[config.mk]
export PLATFORM = sky130hd
export DESIGN_NAME = ts_adaptation_field_parser_core_flat
export DESIGN_NICKNAME = d
export VERILOG_FILES = /design/src/tsaf_pkg.sv /design/src/tsaf_if.sv /design/src/tsaf_in_reg.sv /design/src/tsaf_parser.sv /design/src/tsaf_out_reg.sv /design/src/ts_adaptation_field_parser_core.sv /design/src/flat_wrapper.sv
export SDC_FILE = /design/constraint.sdc
export NUM_CORES = 1
export LEC_CHECK = 0
export BUFFER_PORTS_ARGS = -buffer_cell sky130_fd_sc_hd__buf_2
export CAP_MARGIN = 20
export CORE_ASPECT_RATIO = 1.25
export CORE_MARGIN = 1.5
export CORE_UTILIZATION = 45
export CTS_BUF_LIST = sky130_fd_sc_hd__clkbuf_4
export DETAILED_ROUTE_END_ITERATION = 10
export PLACE_DENSITY = 0.72
export SETUP_SLACK_MARGIN = 0.1
export SLEW_MARGIN = 20
export SYNTH_ARGS = -nofsm -noshare
export SYNTH_HDL_FRONTEND = slang
export SYNTH_SLANG_ARGS = --single-unit
[constraint.sdc]
create_clock -name i_clk -period 20 [get_ports i_clk]
set_input_delay 4 -clock i_clk [delete_from_list [all_inputs] [get_ports i_clk]]
set_output_delay 4 -clock i_clk [all_outputs]
set_load 0.1 [all_outputs]
[src/tsaf_pkg.sv]
// ----------------------------------------------------------------------------
// tsaf_pkg
// Types, phase codes and helpers shared by the adaptation field parser.
// ----------------------------------------------------------------------------
package tsaf_pkg;

    typedef enum logic [3:0] {
        PH_IDLE     = 4'd0,
        PH_FLAGS    = 4'd1,
        PH_PCR      = 4'd2,
        PH_OPCR     = 4'd3,
        PH_SPLICE   = 4'd4,
        PH_PRIVLEN  = 4'd5,
        PH_PRIVSKIP = 4'd6,
        PH_EXTLEN   = 4'd7,
        PH_EXTFLAGS = 4'd8,
        PH_LTW      = 4'd9,
        PH_PIECE    = 4'd10,
        PH_SEAM     = 4'd11,
        PH_EXTSKIP  = 4'd12,
        PH_STUFF    = 4'd13
    } t_phase;

    localparam int unsigned NUM_ITEM_PHASES = 13;

    localparam logic [2:0] PCR_BYTES  = 3'd6;
    localparam logic [2:0] LTW_BYTES  = 3'd2;
    localparam logic [2:0] PIECE_BYTES = 3'd3;
    localparam logic [2:0] SEAM_BYTES = 3'd5;

    typedef struct packed {
        logic       valid;
        logic [7:0] field_byte;
        logic       first;
    } t_stage;

    typedef struct packed {
        logic [7:0]        header_flags;
        logic [32:0]       pcr_base;
        logic [8:0]        pcr_extension;
        logic [32:0]       opcr_base;
        logic [8:0]        opcr_extension;
        logic signed [7:0] splice_cntdn;
        logic [7:0]        private_length;
        logic [7:0]        extension_info;
        logic [14:0]       ltw_ofs;
        logic [21:0]       pw_rate;
        logic [32:0]       dts_next_au;
        logic              malformed;
    } t_record;

    function automatic logic [2:0] multi_len(t_phase p);
        logic [2:0] len;
        case (p)
            PH_LTW:   len = LTW_BYTES;
            PH_PIECE: len = PIECE_BYTES;
            PH_SEAM:  len = SEAM_BYTES;
            default:  len = PCR_BYTES;
        endcase
        return len;
    endfunction

    // first phase after p whose content is present, else stuffing
    function automatic t_phase next_phase(t_phase p, logic [NUM_ITEM_PHASES-1:0] pres);
        t_phase n;
        logic   hit;
        n   = PH_STUFF;
        hit = 1'b0;
        for (int k = 1; k < NUM_ITEM_PHASES; k++) begin
            if (!hit && (k > int'(p)) && pres[k]) begin
                n   = t_phase'(4'(k));
                hit = 1'b1;
            end
        end
        return n;
    endfunction

endpackage

[src/tsaf_if.sv]
// ----------------------------------------------------------------------------
// tsaf_byte_if / tsaf_rec_if
// Valid/ready channels for field bytes in and parsed records out.
// ----------------------------------------------------------------------------
interface tsaf_byte_if;
    logic       valid;
    logic       ready;
    logic [7:0] field_byte;
    logic       first;

    modport source (output valid, output field_byte, output first, input ready);
    modport sink   (input valid, input field_byte, input first, output ready);
endinterface

interface tsaf_rec_if;
    logic              valid;
    logic              ready;
    logic [7:0]        header_flags;
    logic [32:0]       pcr_base;
    logic [8:0]        pcr_extension;
    logic [32:0]       opcr_base;
    logic [8:0]        opcr_extension;
    logic signed [7:0] splice_cntdn;
    logic [7:0]        private_length;
    logic [7:0]        extension_info;
    logic [14:0]       ltw_ofs;
    logic [21:0]       pw_rate;
    logic [32:0]       dts_next_au;
    logic              malformed;

    modport source (
        output valid, input ready,
        output header_flags, output pcr_base, output pcr_extension,
        output opcr_base, output opcr_extension, output splice_cntdn,
        output private_length, output extension_info, output ltw_ofs,
        output pw_rate, output dts_next_au, output malformed
    );
    modport sink (
        input valid, output ready,
        input header_flags, input pcr_base, input pcr_extension,
        input opcr_base, input opcr_extension, input splice_cntdn,
        input private_length, input extension_info, input ltw_ofs,
        input pw_rate, input dts_next_au, input malformed
    );
endinterface

[src/tsaf_in_reg.sv]
// ----------------------------------------------------------------------------
// tsaf_in_reg
// Input register stage holding one field byte for the parser.
// ----------------------------------------------------------------------------
module tsaf_in_reg (
    input  logic                 i_clk,
    input  logic                 i_rst_n,
    tsaf_byte_if.sink            i_byte,
    input  logic                 i_adv,
    output tsaf_pkg::t_stage     o_stage
);

    logic       r_valid;
    logic [7:0] r_byte;
    logic       r_first;

    assign i_byte.ready = !r_valid || i_adv;

    always_ff @(posedge i_clk) begin
        if (!i_rst_n) begin
            r_valid <= 1'b0;
        end else if (i_byte.valid && i_byte.ready) begin
            r_valid <= 1'b1;
        end else if (i_adv) begin
            r_valid <= 1'b0;
        end
    end

    always_ff @(posedge i_clk) begin
        if (i_byte.valid && i_byte.ready) begin
            r_byte  <= i_byte.field_byte;
            r_first <= i_byte.first;
        end
    end

    assign o_stage.valid      = r_valid;
    assign o_stage.field_byte = r_byte;
    assign o_stage.first      = r_first;

    a_hold_stalled: assert property (@(posedge i_clk) disable iff (!i_rst_n)
        r_valid && !i_adv |=> r_valid && $stable(r_byte) && $stable(r_first))
        else $error("stalled byte changed in input stage");

    a_adv_needs_valid: assert property (@(posedge i_clk) disable iff (!i_rst_n)
        i_adv |-> r_valid)
        else $error("parser advanced on empty input stage");

endmodule

[src/tsaf_parser.sv]
// ----------------------------------------------------------------------------
// tsaf_parser
// Per-byte adaptation field state machine and record assembly.
// ----------------------------------------------------------------------------
module tsaf_parser (
    input  logic                 i_clk,
    input  logic                 i_rst_n,
    input  tsaf_pkg::t_stage     i_stage,
    input  logic                 i_out_free,
    output logic                 o_fire,
    output logic                 o_emit,
    output tsaf_pkg::t_record    o_rec
);

    tsaf_pkg::t_phase r_phase, n_phase;
    logic [7:0]  r_field_length, n_field_length;
    logic [7:0]  r_byte_count, n_byte_count;
    logic [2:0]  r_idx, n_idx;
    logic [7:0]  r_skip_rem, n_skip_rem;
    logic [7:0]  r_ext_rem, n_ext_rem;
    logic [47:0] r_gather, n_gather;
    logic [7:0]  r_hdr, n_hdr;
    logic [32:0] r_pcr_base, n_pcr_base;
    logic [8:0]  r_pcr_ext, n_pcr_ext;
    logic [32:0] r_opcr_base, n_opcr_base;
    logic [8:0]  r_opcr_ext, n_opcr_ext;
    logic [7:0]  r_splice, n_splice;
    logic [7:0]  r_priv_len, n_priv_len;
    logic        r_malf, n_malf;
    logic [7:0]  r_ext_info, n_ext_info;
    logic [14:0] r_ltw, n_ltw;
    logic [21:0] r_piece, n_piece;
    logic [32:0] r_dts, n_dts;

    logic last_byte;

    assign last_byte = i_stage.first ? (i_stage.field_byte == 8'd0)
                     : ((r_phase != tsaf_pkg::PH_IDLE) &&
                        (8'(r_byte_count + 8'd1) == r_field_length));
    assign o_emit = i_stage.valid && last_byte;
    assign o_fire = i_stage.valid && (!last_byte || i_out_free);

    always_comb begin : p_next
        logic [tsaf_pkg::NUM_ITEM_PHASES-1:0] pres;
        logic                                 adv_ph;
        logic [7:0]                           b;
        b              = i_stage.field_byte;
        pres           = '0;
        adv_ph         = 1'b0;
        n_phase        = r_phase;
        n_field_length = r_field_length;
        n_byte_count   = r_byte_count;
        n_idx          = r_idx;
        n_skip_rem     = r_skip_rem;
        n_ext_rem      = r_ext_rem;
        n_gather       = r_gather;
        n_hdr          = r_hdr;
        n_pcr_base     = r_pcr_base;
        n_pcr_ext      = r_pcr_ext;
        n_opcr_base    = r_opcr_base;
        n_opcr_ext     = r_opcr_ext;
        n_splice       = r_splice;
        n_priv_len     = r_priv_len;
        n_malf         = r_malf;
        n_ext_info     = r_ext_info;
        n_ltw          = r_ltw;
        n_piece        = r_piece;
        n_dts          = r_dts;

        if (i_stage.first) begin
            n_field_length = b;
            n_byte_count   = '0;
            n_idx          = '0;
            n_skip_rem     = '0;
            n_ext_rem      = '0;
            n_gather       = '0;
            n_hdr          = '0;
            n_pcr_base     = '0;
            n_pcr_ext      = '0;
            n_opcr_base    = '0;
            n_opcr_ext     = '0;
            n_splice       = '0;
            n_priv_len     = '0;
            n_malf         = 1'b0;
            n_ext_info     = '0;
            n_ltw          = '0;
            n_piece        = '0;
            n_dts          = '0;
            n_phase        = (b == 8'd0) ? tsaf_pkg::PH_IDLE : tsaf_pkg::PH_FLAGS;
        end else if (r_phase != tsaf_pkg::PH_IDLE) begin
            n_byte_count = 8'(r_byte_count + 8'd1);
            case (r_phase)
                tsaf_pkg::PH_FLAGS: begin
                    n_hdr  = b;
                    adv_ph = 1'b1;
                end
                tsaf_pkg::PH_PCR, tsaf_pkg::PH_OPCR, tsaf_pkg::PH_LTW,
                tsaf_pkg::PH_PIECE, tsaf_pkg::PH_SEAM: begin
                    if (r_phase inside {tsaf_pkg::PH_LTW, tsaf_pkg::PH_PIECE,
                                        tsaf_pkg::PH_SEAM}) begin
                        if (r_ext_rem == 8'd0) begin
                            n_malf = 1'b1;
                        end else begin
                            n_ext_rem = 8'(r_ext_rem - 8'd1);
                        end
                    end
                    n_gather = {r_gather[39:0], b};
                    n_idx    = 3'(r_idx + 3'd1);
                    if (n_idx == tsaf_pkg::multi_len(r_phase)) begin
                        adv_ph = 1'b1;
                        case (r_phase)
                            tsaf_pkg::PH_PCR: begin
                                n_pcr_base = n_gather[47:15];
                                n_pcr_ext  = n_gather[8:0];
                            end
                            tsaf_pkg::PH_OPCR: begin
                                n_opcr_base = n_gather[47:15];
                                n_opcr_ext  = n_gather[8:0];
                            end
                            tsaf_pkg::PH_LTW: begin
                                n_ext_info[3] = r_ext_info[3] | n_gather[15];
                                n_ltw         = r_ltw | n_gather[14:0];
                            end
                            tsaf_pkg::PH_PIECE: begin
                                n_piece = r_piece | n_gather[21:0];
                            end
                            default: begin
                                n_ext_info[7:4] = r_ext_info[7:4] | n_gather[39:36];
                                n_dts = {n_gather[35:33], n_gather[31:17], n_gather[15:1]};
                            end
                        endcase
                    end
                end
                tsaf_pkg::PH_SPLICE: begin
                    n_splice = r_splice | b;
                    adv_ph   = 1'b1;
                end
                tsaf_pkg::PH_PRIVLEN: begin
                    n_priv_len = r_priv_len | b;
                    n_skip_rem = b;
                    adv_ph     = 1'b1;
                end
                tsaf_pkg::PH_PRIVSKIP: begin
                    if (r_skip_rem != 8'd0) begin
                        n_skip_rem = 8'(r_skip_rem - 8'd1);
                    end
                    adv_ph = (n_skip_rem == 8'd0);
                end
                tsaf_pkg::PH_EXTLEN: begin
                    n_ext_rem = b;
                    adv_ph    = 1'b1;
                end
                tsaf_pkg::PH_EXTFLAGS: begin
                    if (r_ext_rem == 8'd0) begin
                        n_malf = 1'b1;
                    end else begin
                        n_ext_rem = 8'(r_ext_rem - 8'd1);
                    end
                    n_ext_info[2:0] = r_ext_info[2:0] | {b[5], b[6], b[7]};
                    adv_ph          = 1'b1;
                end
                tsaf_pkg::PH_EXTSKIP: begin
                    if (r_ext_rem != 8'd0) begin
                        n_ext_rem = 8'(r_ext_rem - 8'd1);
                    end
                    adv_ph = (n_ext_rem == 8'd0);
                end
                default: begin
                    adv_ph = 1'b0;
                end
            endcase

            pres[tsaf_pkg::PH_PCR]      = n_hdr[4];
            pres[tsaf_pkg::PH_OPCR]     = n_hdr[3];
            pres[tsaf_pkg::PH_SPLICE]   = n_hdr[2];
            pres[tsaf_pkg::PH_PRIVLEN]  = n_hdr[1];
            pres[tsaf_pkg::PH_PRIVSKIP] = (n_skip_rem != 8'd0);
            pres[tsaf_pkg::PH_EXTLEN]   = n_hdr[0];
            pres[tsaf_pkg::PH_EXTFLAGS] = (n_ext_rem != 8'd0);
            pres[tsaf_pkg::PH_LTW]      = n_ext_info[0];
            pres[tsaf_pkg::PH_PIECE]    = n_ext_info[1];
            pres[tsaf_pkg::PH_SEAM]     = n_ext_info[2];
            pres[tsaf_pkg::PH_EXTSKIP]  = (n_ext_rem != 8'd0);

            if (adv_ph) begin
                n_phase  = tsaf_pkg::next_phase(r_phase, pres);
                n_idx    = '0;
                n_gather = '0;
            end
        end

        o_rec.header_flags   = n_hdr;
        o_rec.pcr_base       = n_pcr_base;
        o_rec.pcr_extension  = n_pcr_ext;
        o_rec.opcr_base      = n_opcr_base;
        o_rec.opcr_extension = n_opcr_ext;
        o_rec.splice_cntdn   = n_splice;
        o_rec.private_length = n_priv_len;
        o_rec.extension_info = n_ext_info;
        o_rec.ltw_ofs        = n_ltw;
        o_rec.pw_rate        = n_piece;
        o_rec.dts_next_au    = n_dts;
        o_rec.malformed      = !i_stage.first &&
                               (n_malf || (n_phase != tsaf_pkg::PH_STUFF));

        if (last_byte) begin
            n_phase = tsaf_pkg::PH_IDLE;
        end
    end

    always_ff @(posedge i_clk) begin
        if (!i_rst_n) begin
            r_phase        <= tsaf_pkg::PH_IDLE;
            r_field_length <= '0;
            r_byte_count   <= '0;
            r_idx          <= '0;
            r_skip_rem     <= '0;
            r_ext_rem      <= '0;
            r_gather       <= '0;
            r_hdr          <= '0;
            r_pcr_base     <= '0;
            r_pcr_ext      <= '0;
            r_opcr_base    <= '0;
            r_opcr_ext     <= '0;
            r_splice       <= '0;
            r_priv_len     <= '0;
            r_malf         <= 1'b0;
            r_ext_info     <= '0;
            r_ltw          <= '0;
            r_piece        <= '0;
            r_dts          <= '0;
        end else if (o_fire) begin
            r_phase        <= n_phase;
            r_field_length <= n_field_length;
            r_byte_count   <= n_byte_count;
            r_idx          <= n_idx;
            r_skip_rem     <= n_skip_rem;
            r_ext_rem      <= n_ext_rem;
            r_gather       <= n_gather;
            r_hdr          <= n_hdr;
            r_pcr_base     <= n_pcr_base;
            r_pcr_ext      <= n_pcr_ext;
            r_opcr_base    <= n_opcr_base;
            r_opcr_ext     <= n_opcr_ext;
            r_splice       <= n_splice;
            r_priv_len     <= n_priv_len;
            r_malf         <= n_malf;
            r_ext_info     <= n_ext_info;
            r_ltw          <= n_ltw;
            r_piece        <= n_piece;
            r_dts          <= n_dts;
        end
    end

    a_count_in_range: assert property (@(posedge i_clk) disable iff (!i_rst_n)
        r_phase != tsaf_pkg::PH_IDLE |-> r_byte_count < r_field_length)
        else $error("byte count reached field length while parsing");

    a_idx_in_range: assert property (@(posedge i_clk) disable iff (!i_rst_n)
        r_idx < tsaf_pkg::PCR_BYTES)
        else $error("multi-byte index out of range");

    a_zero_length: assert property (@(posedge i_clk) disable iff (!i_rst_n)
        i_stage.valid && i_stage.first && (i_stage.field_byte == 8'd0)
        |-> o_emit && (o_rec == '0))
        else $error("zero length field did not give an empty record");

    a_emit_goes_idle: assert property (@(posedge i_clk) disable iff (!i_rst_n)
        o_fire && o_emit |=> r_phase == tsaf_pkg::PH_IDLE)
        else $error("parser not idle after record");

endmodule

[src/tsaf_out_reg.sv]
// ----------------------------------------------------------------------------
// tsaf_out_reg
// Result register that holds one record until it is taken.
// ----------------------------------------------------------------------------
module tsaf_out_reg (
    input  logic                 i_clk,
    input  logic                 i_rst_n,
    input  logic                 i_load,
    input  tsaf_pkg::t_record    i_rec,
    output logic                 o_free,
    tsaf_rec_if.source           o_rec
);

    logic              r_valid;
    tsaf_pkg::t_record r_rec;

    assign o_free = !r_valid || o_rec.ready;

    always_ff @(posedge i_clk) begin
        if (!i_rst_n) begin
            r_valid <= 1'b0;
        end else if (i_load) begin
            r_valid <= 1'b1;
        end else if (o_rec.ready) begin
            r_valid <= 1'b0;
        end
    end

    always_ff @(posedge i_clk) begin
        if (i_load) begin
            r_rec <= i_rec;
        end
    end

    assign o_rec.valid          = r_valid;
    assign o_rec.header_flags   = r_rec.header_flags;
    assign o_rec.pcr_base       = r_rec.pcr_base;
    assign o_rec.pcr_extension  = r_rec.pcr_extension;
    assign o_rec.opcr_base      = r_rec.opcr_base;
    assign o_rec.opcr_extension = r_rec.opcr_extension;
    assign o_rec.splice_cntdn   = r_rec.splice_cntdn;
    assign o_rec.private_length = r_rec.private_length;
    assign o_rec.extension_info = r_rec.extension_info;
    assign o_rec.ltw_ofs        = r_rec.ltw_ofs;
    assign o_rec.pw_rate        = r_rec.pw_rate;
    assign o_rec.dts_next_au    = r_rec.dts_next_au;
    assign o_rec.malformed      = r_rec.malformed;

    a_no_overwrite: assert property (@(posedge i_clk) disable iff (!i_rst_n)
        i_load |-> (!r_valid || o_rec.ready))
        else $error("pending record overwritten");

endmodule

[src/ts_adaptation_field_parser_core.sv]
// ----------------------------------------------------------------------------
// ts_adaptation_field_parser_core
// Byte-serial MPEG-2 transport stream adaptation field parser.
//
//   channel  dir  transaction
//   i_byte   in   one field byte, first marks the length byte
//   o_rec    out  one parsed record per completed field, on its last byte
//
// one byte is accepted every cycle, but a field's last byte waits while the result
// register still holds a pending record; a record passes the input register, then
// the result register, after the transaction of the field's last byte; the per-byte
// state machine keeps the rate of one byte per cycle for every field layout
// reset clears the parser to idle and empties both register stages
// a stalled record holds in the result register; bytes keep flowing until a
// further field ends while that record is still pending
// ----------------------------------------------------------------------------
module ts_adaptation_field_parser_core (
    input  logic        i_clk,
    input  logic        i_rst_n,
    tsaf_byte_if.sink   i_byte,
    tsaf_rec_if.source  o_rec
);

    tsaf_pkg::t_stage  stage;
    tsaf_pkg::t_record rec;
    logic              fire;
    logic              emit;
    logic              out_free;

    tsaf_in_reg u_in_reg (
        .i_clk   (i_clk),
        .i_rst_n (i_rst_n),
        .i_byte  (i_byte),
        .i_adv   (fire),
        .o_stage (stage)
    );

    tsaf_parser u_parser (
        .i_clk      (i_clk),
        .i_rst_n    (i_rst_n),
        .i_stage    (stage),
        .i_out_free (out_free),
        .o_fire     (fire),
        .o_emit     (emit),
        .o_rec      (rec)
    );

    tsaf_out_reg u_out_reg (
        .i_clk   (i_clk),
        .i_rst_n (i_rst_n),
        .i_load  (fire && emit),
        .i_rec   (rec),
        .o_free  (out_free),
        .o_rec   (o_rec)
    );

endmodule

[src/flat_wrapper.sv]
// flat-port wrapper written by rule: the top's interface ports become plain ports
module ts_adaptation_field_parser_core_flat 
  (i_clk, i_rst_n, i_byte_valid, i_byte_field_byte, i_byte_first, i_byte_ready, o_rec_valid, o_rec_ready, o_rec_header_flags, o_rec_pcr_base, o_rec_pcr_extension, o_rec_opcr_base, o_rec_opcr_extension, o_rec_splice_cntdn, o_rec_private_length, o_rec_extension_info, o_rec_ltw_ofs, o_rec_pw_rate, o_rec_dts_next_au, o_rec_malformed);
  tsaf_byte_if i_byte_i ();
  tsaf_rec_if o_rec_i ();
  input  logic i_clk;
  input  logic i_rst_n;
  input wire logic [$bits(i_byte_i.valid)-1:0] i_byte_valid;
  input wire logic [$bits(i_byte_i.field_byte)-1:0] i_byte_field_byte;
  input wire logic [$bits(i_byte_i.first)-1:0] i_byte_first;
  output wire logic [$bits(i_byte_i.ready)-1:0] i_byte_ready;
  output wire logic [$bits(o_rec_i.valid)-1:0] o_rec_valid;
  input wire logic [$bits(o_rec_i.ready)-1:0] o_rec_ready;
  output wire logic [$bits(o_rec_i.header_flags)-1:0] o_rec_header_flags;
  output wire logic [$bits(o_rec_i.pcr_base)-1:0] o_rec_pcr_base;
  output wire logic [$bits(o_rec_i.pcr_extension)-1:0] o_rec_pcr_extension;
  output wire logic [$bits(o_rec_i.opcr_base)-1:0] o_rec_opcr_base;
  output wire logic [$bits(o_rec_i.opcr_extension)-1:0] o_rec_opcr_extension;
  output wire logic [$bits(o_rec_i.splice_cntdn)-1:0] o_rec_splice_cntdn;
  output wire logic [$bits(o_rec_i.private_length)-1:0] o_rec_private_length;
  output wire logic [$bits(o_rec_i.extension_info)-1:0] o_rec_extension_info;
  output wire logic [$bits(o_rec_i.ltw_ofs)-1:0] o_rec_ltw_ofs;
  output wire logic [$bits(o_rec_i.pw_rate)-1:0] o_rec_pw_rate;
  output wire logic [$bits(o_rec_i.dts_next_au)-1:0] o_rec_dts_next_au;
  output wire logic [$bits(o_rec_i.malformed)-1:0] o_rec_malformed;
  assign i_byte_i.valid = i_byte_valid;
  assign i_byte_i.field_byte = i_byte_field_byte;
  assign i_byte_i.first = i_byte_first;
  assign i_byte_ready = i_byte_i.ready;
  assign o_rec_valid = o_rec_i.valid;
  assign o_rec_i.ready = o_rec_ready;
  assign o_rec_header_flags = o_rec_i.header_flags;
  assign o_rec_pcr_base = o_rec_i.pcr_base;
  assign o_rec_pcr_extension = o_rec_i.pcr_extension;
  assign o_rec_opcr_base = o_rec_i.opcr_base;
  assign o_rec_opcr_extension = o_rec_i.opcr_extension;
  assign o_rec_splice_cntdn = o_rec_i.splice_cntdn;
  assign o_rec_private_length = o_rec_i.private_length;
  assign o_rec_extension_info = o_rec_i.extension_info;
  assign o_rec_ltw_ofs = o_rec_i.ltw_ofs;
  assign o_rec_pw_rate = o_rec_i.pw_rate;
  assign o_rec_dts_next_au = o_rec_i.dts_next_au;
  assign o_rec_malformed = o_rec_i.malformed;
  ts_adaptation_field_parser_core u_core (.i_clk(i_clk), .i_rst_n(i_rst_n), .i_byte(i_byte_i), .o_rec(o_rec_i));
endmodule
=== After elaboration in Yosys (flattened, before gate mapping) ===
Cells that the tools add are included.
W data, S select, Z words.

* Input bits: 13
* Memories: 0
* Bits in latches: 0
* Flip-flop bits (word level): 464
* Output and inout port bits: 189
* Word-level logic and storage cells: 296
* Memory bits (writable): 0
* Memory bits (read-only): 0

* Multiply operators: 0
* Multiplexer cells: 159
* Bitwise gates (word level): 7
* Shift operators: 0
* Equal/unequal tests: 15
* Div/mod/pow operators: 0
* Add/sub/neg operators: 4
* Reduce and logical (&&, ||, !) cells: 65
* Magnitude comparators: 11

{| class="wikitable"
|+ Operators by type and width
! operator !! count
|-
| $mux W33 || 15
|-
| $mux W8 || 33
|-
| $mux W40 || 4
|-
| $mux W22 || 5
|-
| $mux W9 || 10
|-
| $mux W15 || 5
|-
| $mux W4 || 16
|-
| $mux W1 || 54
|-
| $logic_not A8 Y1 || 4
|-
| $pmux W8 S4 || 1
|-
| $reduce_bool A8 Y1 || 4
|-
| $mux W3 || 10
|-
| $logic_and A1 B1 Y1 || 27
|-
| $or A22 B22 Y22 || 1
|-
| $eq A4 B4 Y1 const B || 5
|-
| $gt A4 B4 Y1 const A || 5
|-
| $eq A4 B3 Y1 const B || 4
|-
| $gt A3 B4 Y1 const A || 4
|-
| $or A8 B8 Y8 || 2
|-
| $pmux W8 S2 || 1
|-
| $sub A8 B1 Y8 const B || 2
|-
| $or A15 B15 Y15 || 1
|-
| $logic_not A1 Y1 || 14
|-
| $mux W5 || 2
|-
| other kinds (22) || 32
|}

=== Longest topological paths before layout ===
Gate-level depths: netlist of run 1.

* Depth after elaboration: 86
* Gate-level depth with buffers: 14
* Depth with buffers taken out: 11

=== Hierarchy ===
Synthesis of run 1 repeated with hierarchy kept, for this count alone.

* Cells, all modules: 2227
* Area total of the unflattened synthesis: 19651.3 um^2

{| class="wikitable"
|+ Modules (own cells, without submodules)
! module !! area an instance (um^2) !! cells an instance !! times used !! seq. area each (um^2)
|-
| tsaf_parser || 13638.1 || 2019 || 1 || 5325.1
|-
| tsaf_out_reg || 5664.2 || 191 || 1 || 5635.4
|-
| tsaf_in_reg || 342.8 || 16 || 1 || 290.3
|-
| ts_adaptation_field_parser_core || 6.3 || 1 || 1 || 0.0
|}

=== Least setup slack after synthesis of run 1 ===
Ideal clock, no wire load.

* Kind: input port to flip-flop
* From: input port o_rec_ready
* To: register u_core.u_out_reg.r_rec (netlist bit u_core.u_out_reg.o_rec.dts_next_au[0]) (enable)
* Cell stages on the path: 5
* Data arrival time: 12.446 ns
* Slack: 6.816 ns
* Cell sequence: nand2b_1 o21ai_0 clkbuf_1 clkbuf_1 nor2_1

* Longest elaborated chain between the ends: 4

{| class="wikitable"
|+ RTL lines
! item !! RTL line !! text
|-
| start: declaration || flat_wrapper.sv:13 || <nowiki>input wire logic [$bits(o_rec_i.ready)-1:0] o_rec_ready;</nowiki>
|-
| $logic_or A1 B1 Y1 || tsaf_out_reg.sv:17 || <nowiki>assign o_free = !r_valid || o_rec.ready;</nowiki>
|-
| $logic_or A1 B1 Y1 || tsaf_parser.sv:41 || <nowiki>assign o_fire = i_stage.valid && (!last_byte || i_out_free);</nowiki>
|-
| $logic_and A1 B1 Y1 || tsaf_parser.sv:41 ||
|-
| $logic_and A1 B1 Y1 || ts_adaptation_field_parser_core.sv:51 || <nowiki>.i_load (fire && emit),</nowiki>
|-
| via u_core.u_out_reg.i_load || tsaf_out_reg.sv:8 || <nowiki>input logic i_load,</nowiki>
|-
| end signal: assignment || tsaf_out_reg.sv:31 || <nowiki>r_rec <= i_rec;</nowiki>
|-
| end: declaration || tsaf_out_reg.sv:15 || <nowiki>tsaf_pkg::t_record r_rec;</nowiki>
|}

The timed path passes the listed nets, and every way through them passes these cells.
A chain may end at the register's enable or synchronous reset.

=== Worst setup path after layout of run 1 ===
* From: input port o_rec_ready
* To: output port i_byte_ready

* Longest elaborated chain between the ends: 4

{| class="wikitable"
|+ RTL lines
! item !! RTL line !! text
|-
| $logic_or A1 B1 Y1 || tsaf_out_reg.sv:17 ||
|-
| $logic_or A1 B1 Y1 || tsaf_parser.sv:41 ||
|-
| $logic_and A1 B1 Y1 || tsaf_parser.sv:41 ||
|-
| $logic_or A1 B1 Y1 || tsaf_in_reg.sv:17 || <nowiki>assign i_byte.ready = !r_valid || i_adv;</nowiki>
|-
| end: declaration || flat_wrapper.sv:11 || <nowiki>output wire logic [$bits(i_byte_i.ready)-1:0] i_byte_ready;</nowiki>
|}

No other way between the ends.

==> results of run 1 <==
[critical path, cell delays in order]
cell and delay (ns):
buf_2 0.08, nand2b_1 0.24, nor2_1 0.12, inv_1 0.07, buf_2 0.41
[synthesized netlist by cell type, types with 3 or more instances]
master,n
a2111oi_0,4
nor2_1,117
xnor2_1,9
inv_1,16
o21a_1,4
ha_1,5
a222oi_1,3
or3_1,7
nor3_1,17
o211ai_1,5
a22oi_1,17
nor4_1,5
a31oi_1,8
a2bb2oi_1,6
a21o_1,4
edfxtp_1,196
nand2b_1,9
o22ai_1,4
mux2i_1,12
nor3b_1,4
nand3_1,57
or4_1,4
buf_2,11
a21oi_1,422
nand2_1,694
o21ai_0,26
o31ai_1,8
o221ai_1,4
a22o_1,16
nand4_1,4
nor2b_1,8
dfxtp_1,268
or2_2,4
xor2_1,8
buf_1,5
clkbuf_1,150
[routing by layer]
metal / vias to the layer above / wire length (um)
li1: 7969 / -
met1: 8002 / 22400
met3: 138 / 3830
met4: 0 / 2350
met2: 796 / 26300
met5: - / 0
[flip-flops by register name (all words and copies together), names as in the netlist, 15 cells and up]
| name | flops |
|---|---|
| u_core.u_parser.r_opcr_base | 33 |
| u_core.u_out_reg.o_rec.dts_next_au | 33 |
| u_core.u_parser.r_ltw | 15 |
| u_core.u_out_reg.o_rec.pcr_base | 33 |
| u_core.u_parser.r_pcr_base | 33 |
| u_core.u_out_reg.o_rec.opcr_base | 33 |
| u_core.u_out_reg.o_rec.pw_rate | 22 |
| u_core.u_parser.r_piece | 22 |
| u_core.u_out_reg.o_rec.ltw_ofs | 15 |
| u_core.u_parser.r_gather | 40 |
| u_core.u_parser.r_dts | 33 |
[power by group]
part	total (mW)	switching [mW]	leakage [nW]	internal [mW]
logic	0.0817	0.0673	2.61	0.0144
clock network	0.816	0.380	0.901	0.436
registers	0.987	0.00404	3.85	0.983
[cell type report]
type,instances,area (um^2)
Fill cell,3854,20000
Sequential cell,464,11300
Multi-Input combinational cell,1548,7550
Clock buffer,168,1260
Timing Repair Buffer,229,1250
Tap cell,559,699
Clock inverter,39,267
Inverter,16,67.6
Antenna cell,1,2.50
[cell families (layout without fill, tap and decap cells)]
group,Yosys count,in the layout,synth area share
AOI/OAI and AO/OA,558,558,0.162
DFF,464,464,0.579
buffers and inverters,183,452,0.0364
xor gates and xnor gates,19,19,0.00998
muxes,14,14,0.00734
and+or+nand+nor,952,952,0.202
other,0,1,0
adders and majority gates,5,5,0.00322
[final timing paths]
check	start	end	slack, ns	depth (start not counted)
setup / recovery	o_rec_ready	i_byte_ready	11.08	5
hold / removal	u_core.u_parser.r_ext_info[3]	u_core.u_parser.r_ext_info[3]	0.45	2
setup reg to reg	u_core.u_parser.r_phase[2]	u_core.u_parser.r_ext_info[5]	15.16	10
hold reg to reg	u_core.u_parser.r_ext_info[3]	u_core.u_parser.r_ext_info[3]	0.45	2
[per-stage QoR]
stage	std cells	hold WS (ns)	setup WS (ns)	util
after floorplan	2195	0.432	6.82	-
after global placement	2815	0.441	11.09	0.491
after detailed placement	2815	0.446	11.08	0.491
after CTS	3022	0.455	11.08	0.527
after global routing	3024	0.467	11.00	0.528
final	3024	0.454	11.08	0.528
==> run metrics, run 1 <==
min Tclk post-route=roughly 8.9 ns; Worst Skew=0.0613 ns; Final HPWL DP=around 32 mm; largest net degree at the start of global routing=around 190; unrepaired setup endpoints after global routing=false; Syn Area/Cell=between 8 and 9 um^2; area leader, netlist=edfxtp_1; postcts setup bufs=0; status=complete, no violations; Cell Rows=84; # hold bufs at CTS=0; Final Cell Area=0.0223 mm^2; top cell type's share of synthesized area=0.303; Post-DP Area=roughly 0.021 mm^2; aggregate global routing overflow=0; synthesized flop and latch total=around 460; Fmax achieved=around 0.11 GHz; commonest non-fill, non-tap cell in the layout=nand2_1; CP Data Arrival Time=4.92 ns; Syn Nets=2213; Leak=between 7 and 8 nW; CORE AREA=around 0.042 mm^2; via count=~17000; Slew Viols, Final=0; routability cong.=about 0.86; Gates resized, CTS repair=0; GR Util met3=0.0404; Hold Vio Cnt, Final=0; Yosys warnings=0; ranking of synthesized cells by area=edfxtp_1 30%, dfxtp_1 28%, nand2_1 13%; number of CTS-inserted buffers=between 100 and 150; Tcrit/Tclk final=0.446; Req. time, crit path=16.00 ns; top_reg_cell synth=dfxtp_1; number of global-route vias before repair=roughly 16000; most frequent cells in the layout=693 x nand2_1, 421 x a21oi_1, 268 x dfxtp_1; H-tree Lvls=3; ANT nets after route=0; Buffers on Ports=~200; PwrDens=around 84 mW/mm^2; Clock Path Buffers=3; met1 Use GR=0.306; max_slew headroom=0.154; die width=189 um; max cap viols=0; global-route wire length before repair=83.9 mm; Via density=about 5.6; CTS tree=done; All-Layer GR Usage=0.239; Crit Path Category=input pin to output pin; Sink Count=between 400 and 500; First DRT Iteration DRCs=approximately 1600; Crit. End Element=output pin; worst-margin pin slew=roughly 1.3 ns; Layout area overhead=15.0%; FFs w/ async S/R, synth=0; Post-Syn Area=roughly 0.019 mm^2; synthesized instance count=between 2000 and 2500; drt first pass iters=6; synth unique cells=75; nets@finish=about 2400; layout cells sized above 1=0.178; initial antenna violation count=1; routed length per placed instance=18.1 um; Die Ht=about 240 um; sequential share of the synthesized area=0.579; Sum Neg Setup Slack=0 ns; CP Launch Type=input pin; Starting Density=0.459; root buffer cell=clkbuf_4; Worst VDD drop=about 0.000046 V; final wirelength=about 55 mm; endpoints failing setup=0; routing usage on met2=0.385; number of synthesized flops with an enable pin=just under 200; die footprint=about 0.044 mm^2; global route hottest layer=met2; clock slew at reported path FFs=about 0.07 ns; worst hold path class=register to register; Final Power=1.88 mW; Ports=about 200; drc violations=0; worst-skew pair later-pin latency=0.87 ns; crit path max fanout=5
No activity file was read; power rests on OpenSTA's default activity.
==> inputs of run 2 (changes only) <==
==> constraint.sdc (replaced) <==
create_clock -name i_clk -period 9.25 [get_ports i_clk]
set_input_delay 1.85 -clock i_clk [delete_from_list [all_inputs] [get_ports i_clk]]
set_output_delay 1.85 -clock i_clk [all_outputs]
set_load 0.1 [all_outputs]
==> run 2 against run 1 <==
Net effect:
- core utilization is 0.32 points lower
- via count did not move
- cell area decreased by 0.61%
- power is 110% higher
- clock skew is 0.012 ns higher
- sequential cell count stayed put
- non-clock buffer count decreased by 8
- die area unchanged
- routed wire length decreased by 0.55%
- hold slack barely moved
- global-route usage increased by 0.087 points
- combinational power rose by 100%
- critical path type is now register to output pin
- highest routed layer unchanged
==> run metrics, run 2 (synthesis results as in run 1) <==
CORE AREA=0.0424 mm^2 (unchanged); Crit. End Element=output pin (unchanged); Layout area overhead=14.3% (was 15.0%); number of CTS-inserted buffers=108 (was 109); All-Layer GR Usage=0.240 (was 0.239); drt first pass iters=6 (unchanged); drc violations=0 (unchanged); clock slew at reported path FFs=0.07 ns (about the same); max cap viols=0 (unchanged); Final Cell Area=0.0222 mm^2 (was 0.0223 mm^2); largest net degree at the start of global routing=191 (was 192); routed length per placed instance=18.1 um (about the same); die width=189 um (unchanged); routability cong.=0.921 (was 0.860); CP Launch Type=register (was input pin); CTS tree=done (unchanged); worst hold path class=register to register (unchanged); endpoints failing setup=0 (unchanged); largest reg by FF count=u_core.u_parser.r_gather (unchanged); via count=16905 (unchanged); Cell Rows=84 (unchanged); final wirelength=54.6 mm (was 54.9 mm); Clock Path Buffers=3 (unchanged); max_slew headroom=0.268 (was 0.154); Via density=5.62 (was 5.59); min Tclk post-route=between 5 and 6 ns; postcts setup bufs=0 (unchanged); ANT nets after route=0 (unchanged); CP Data Arrival Time=4.01 ns (was 4.92 ns); commonest non-fill, non-tap cell in the layout=nand2_1 (unchanged); worst-margin pin slew=1.09 ns (was 1.27 ns); Post-DP Area=0.0207 mm^2 (was 0.0208 mm^2); Worst Skew=0.0733 ns (was 0.0613 ns); # hold bufs at CTS=0 (unchanged); Starting Density=0.459 (unchanged); most frequent cells in the layout=693 x nand2_1, 421 x a21oi_1, 268 x dfxtp_1 (unchanged); Gates resized, CTS repair=0 (unchanged); Req. time, crit path=7.40 ns (was 16.00 ns); First DRT Iteration DRCs=1868 (was 1576); number of global-route vias before repair=15821 (was 15678); unrepaired setup endpoints after global routing=false (unchanged); Hold Vio Cnt, Final=0 (unchanged); Sink Count=464 (unchanged); Leak=7.21 nW (was 7.36 nW); Die Ht=235 um (unchanged); Crit Path Category=register to output pin (was input pin to output pin); Largest register FFs=40 (unchanged); global-route wire length before repair=84.7 mm (was 83.9 mm); Final HPWL DP=32.5 mm (was 32.4 mm); crit path max fanout=182 (was 5); PwrDens=178 mW/mm^2 (was 84.3 mW/mm^2); aggregate global routing overflow=0 (unchanged); Fmax achieved=0.171 GHz; worst-skew pair later-pin latency=0.90 ns (was 0.87 ns); Final Power=3.95 mW (was 1.88 mW); H-tree Lvls=3 (unchanged); root buffer cell=clkbuf_4 (unchanged); Tcrit/Tclk final=0.633; Worst VDD drop=0.0000847 V (was 0.0000462 V); Ports=202 (unchanged); die footprint=0.0444 mm^2 (unchanged); initial antenna violation count=1 (unchanged); Sum Neg Setup Slack=0 ns (unchanged); layout cells sized above 1=0.176 (was 0.178); status=complete, no violations (unchanged); Slew Viols, Final=0 (unchanged); nets@finish=2377 (was 2386); Buffers on Ports=201 (unchanged)
-- run 2: cell count changes in the layout (fill, tap and decap cells not counted), sizes merged --
cell and change:
bufinv -4, clkbuf -1, clkinvlp +1, buf -8, inv +2, clkinv -4
-- run 2: path summary, 6_finish.rpt --
check                           slack [ns]  depth (start not counted)                             to                   startpoint
worst max-delay path                  3.39                          9                   i_byte_ready      u_core.u_in_reg.r_first
worst max register to register        4.40                         11  u_core.u_parser.r_skip_rem[0]      u_core.u_in_reg.r_first
worst min-delay path                  0.45                          2    u_core.u_parser.r_piece[20]  u_core.u_parser.r_piece[20]
worst min register to register        0.45                          2    u_core.u_parser.r_piece[20]  u_core.u_parser.r_piece[20]
-- run 2: layer usage --
metal  track usage  wire length (um)  vias up
li1              -                 -     7963
met1         0.297             21800     8019
met2         0.393             26100      767
met3        0.0467              4080      156
met4         0.133              2600        0
met5             0                 0        -
-- run 2: cell type report --
class                      count  area [um^2]
fill                        3875        20100
sequential                   464        11300
multi-input combinational   1548         7560
clock buffer                 167         1250
timing repair buffer         221         1210
tap                          559          699
clock inverter                34          168
inverter                      16         67.6
antenna                        1         2.50
-- run 2: power by group --
| part | total, mW | switching, mW | internal (mW) |
|---|---|---|---|
| sequential | 2.14 | 0.0139 | 2.13 |
| combinational | 0.167 | 0.138 | 0.0285 |
| clock | 1.65 | 0.818 | 0.830 |
-- run 2: worst max-delay path, cell delays in order, from the launching register on --
cell	delay [ns]
edfxtp_1	0.38
buf_12	0.59
inv_1	0.51
nand2_1	0.36
a2111oi_0	0.09
and4_1	0.24
o21ai_0	0.28
nor2_1	0.11
inv_1	0.07
buf_2	0.42
-- run 2: through the flow --
stage / hold WS (ns) / util / instances / setup slack, ns
2_1_floorplan: 0.432 / - / 2195 / 1.38
3_3_place_gp: 0.441 / 0.490 / 2806 / 4.37
3_5_place_dp: 0.446 / 0.490 / 2806 / 4.36
4_1_cts: 0.455 / 0.523 / 3007 / 3.39
5_1_grt: 0.472 / 0.524 / 3010 / 3.08
6_report: 0.454 / 0.524 / 3010 / 3.39
==> inputs of run 3 (changes only) <==
--- a/config.mk
+++ b/config.mk
@@ -12,7 +12,7 @@
 export CORE_UTILIZATION = 45
 export CTS_BUF_LIST = sky130_fd_sc_hd__clkbuf_4
 export DETAILED_ROUTE_END_ITERATION = 10
-export PLACE_DENSITY = 0.72
+export PLACE_DENSITY = 0.74
 export SETUP_SLACK_MARGIN = 0.1
 export SLEW_MARGIN = 20
 export SYNTH_ARGS = -nofsm -noshare
==> constraint.sdc (replaced) <==
create_clock -name i_clk -period 5.3 [get_ports i_clk]
set_input_delay 1.06 -clock i_clk [delete_from_list [all_inputs] [get_ports i_clk]]
set_output_delay 1.06 -clock i_clk [all_outputs]
set_load 0.1 [all_outputs]
==> run 3 against run 2 <==
Net effect:
- clock skew decreased by 0.016 ns
- core utilization grew 0.34 points
- via count is 0.33% higher
- clock power is 78% higher
- critical path type unchanged
- critical endpoint unchanged
==> run metrics, run 3 (synthesis results as in run 1) <==
r2r setup slk=1.29 ns (was 4.40 ns); worst-margin pin slew=1.11 ns (was 1.09 ns); drt first pass iters=7 (was 6); CTS tree=done (unchanged); status=complete, no violations (unchanged); Die Ht=235 um (unchanged); routed length per placed instance=18.5 um (was 18.1 um); All-Layer GR Usage=0.245 (was 0.240); Fmax achieved=approximately 0.21 GHz; Tcrit/Tclk final=0.899; worst-skew pair later-pin latency=0.87 ns (was 0.90 ns); initial antenna violation count=1 (unchanged); Layout area overhead=15.0% (was 14.3%); largest reg by FF count=u_core.u_parser.r_gather (unchanged); Final Power=6.98 mW (was 3.95 mW); nets@finish=2387 (was 2377); number of CTS-inserted buffers=108 (unchanged); Worst VDD drop=0.000176 V (was 0.0000847 V); CP Launch Type=register (unchanged); Setup WS post-layout=0.534 ns (was 3.39 ns); max_slew headroom=0.257 (was 0.268); Leak=7.32 nW (was 7.21 nW); Pint=5.26 mW (was 2.98 mW); clock slew at reported path FFs=0.06 ns (was 0.07 ns); Largest register FFs=40 (unchanged); post-place setup slack=0.993 ns (was 4.36 ns); clock network power share=0.422 (was 0.417); storage element area=0.0113 mm^2 (about the same); CP Capture Point=i_byte_ready (unchanged); CP Data Arrival Time=3.71 ns (was 4.01 ns); Ports=202 (unchanged); PwrDens=312 mW/mm^2 (was 178 mW/mm^2); Final HPWL DP=33.6 mm (was 32.5 mm); cell depth of the worst flop-to-flop path=10 (was 11); die footprint=0.0444 mm^2 (unchanged); H-tree Lvls=3 (unchanged); max incr delay on CP=0.52 ns (was 0.59 ns); root buffer cell=clkbuf_4 (unchanged); crit path max fanout=15 (was 182); largest net degree at the start of global routing=182 (was 191); Req. time, crit path=4.24 ns (was 7.40 ns); reg2reg start=u_core.u_in_reg.r_first (unchanged); most frequent cell on the critical path=inv_1 (unchanged); slowest library cell on the worst path=inv_1 (was buf_12); Via density=5.61 (was 5.62); Layout Utilization=0.528 (was 0.524); Slew Viols, Final=0 (unchanged); sw frac=0.247 (was 0.245); die width=189 um (unchanged); Starting Density=0.459 (unchanged); final wirelength=56.0 mm (was 54.6 mm); max cap viols=0 (unchanged); Cell Rows=84 (unchanged); Comb pwr share=0.044 (was 0.042); fillers=3834 (was 3875); multi-input logic area=0.00756 mm^2 (about the same); most frequent cells in the layout=693 x nand2_1, 421 x a21oi_1, 265 x dfxtp_1 (was 693 x nand2_1, 421 x a21oi_1, 268 x dfxtp_1); Buffers on Ports=201 (unchanged); Crit. End Element=output pin (unchanged); layout cells sized above 1=0.179 (was 0.176); Worst Skew=0.0575 ns (was 0.0733 ns); Sw Pwr=1.72 mW (was 0.971 mW); global-route wire length before repair=85.7 mm (was 84.7 mm); endpoints failing setup=0 (unchanged); Final Cell Area=0.0224 mm^2 (was 0.0222 mm^2); unrepaired setup endpoints after global routing=false (unchanged); Sink Count=464 (unchanged); commonest non-fill, non-tap cell in the layout=nand2_1 (unchanged); min Tclk post-route=approximately 4.8 ns; aggregate global routing overflow=0 (unchanged); routability cong.=0.845 (was 0.921); Sum Neg Setup Slack=0 ns (unchanged); Hold Vio Cnt, Final=0 (unchanged); critical path cell sequence=inv_1 -> nand2_1 -> a2111oi_0 -> and4_1 -> o21ai_0 -> nor2_1 -> inv_1 -> buf_2 (was buf_12 -> inv_1 -> nand2_1 -> a2111oi_0 -> and4_1 -> o21ai_0 -> nor2_1 -> inv_1 -> buf_2); Clock Path Buffers=3 (unchanged); worst reg2reg path endpoint=u_core.u_parser.r_opcr_base[15] (was u_core.u_parser.r_skip_rem[0]); CORE AREA=0.0424 mm^2 (unchanged); drc violations=0 (unchanged); crit path from=u_core.u_in_reg.r_first (unchanged); share of power burned in registers=0.534 (was 0.541); First DRT Iteration DRCs=1729 (was 1868); Post-DP Area=0.0208 mm^2 (was 0.0207 mm^2); worst hold path class=input pin to register (was register to register); via count=16961 (was 16905); ANT nets after route=0 (unchanged); Crit Path Category=register to output pin (unchanged); number of global-route vias before repair=15933 (was 15821)
run 3: worst min-delay path by stage:
| stage | start | end | cells past startpoint |
|---|---|---|---|
| 4_1_cts | i_byte_first | u_core.u_in_reg.r_first | 1 |
| 5_1_grt | i_byte_first | u_core.u_in_reg.r_first | 1 |
| 3_5_place_dp | u_core.u_parser.r_ltw[10] | u_core.u_parser.r_ltw[10] | 2 |
| 6_report | i_byte_first | u_core.u_in_reg.r_first | 1 |
| 2_1_floorplan | u_core.u_parser.r_gather[39] | u_core.u_parser.r_gather[39] | 2 |
| 3_3_place_gp | u_core.u_parser.r_opcr_base[10] | u_core.u_parser.r_opcr_base[10] | 2 |
run 3: power groups by stage:
stage	Combinational [mW]	Sequential, mW	Clock, mW
2_1_floorplan	0.188	3.82	0
3_3_place_gp	0.303	3.80	0
3_5_place_dp	0.302	3.81	0
4_1_cts	0.303	3.72	3.03
5_1_grt	0.329	3.72	3.19
6_report	0.310	3.73	2.94
run 3: cell type report:
cell class	count	area share
Tap cell	559	0.0313
Multi-Input combinational cell	1548	0.338
Antenna cell	1	0.000112
Clock inverter	53	0.0144
Clock buffer	151	0.0507
Sequential cell	464	0.503
Inverter	16	0.00302
Timing Repair Buffer	231	0.0588
run 3: metrics by stage:
stage / instances / hold WS, ns
after global routing: 3023 / 0.327
after global placement: 2815 / 0.441
after floorplan: 2195 / 0.432
final: 3023 / 0.370
after detailed placement: 2815 / 0.446
after CTS: 3019 / 0.278
run 3: worst max-delay path: cells and delay by family (launching register included):
family | cells | cell delay [ns]
buffers and inverters | 3 | 0.87
and+or+nand+nor | 3 | 0.94
AOI/OAI and AO/OA | 2 | 0.60
DFF | 1 | 0.43
run 3: repair_timing:
item	CTS	global route
hold buffers	0	0
buffers inserted	0	0
setup endpoints to repair	0	1
resized for setup	0	1
run 3: per-layer routing:
layer / routed length (um) / global-route usage / up-vias
met1: 22200 / 0.302 / 8101
met2: 27400 / 0.407 / 758
met5: 0 / 0 / -
met3: 4170 / 0.0486 / 143
li1: - / - / 7959
met4: 2200 / 0.128 / 0
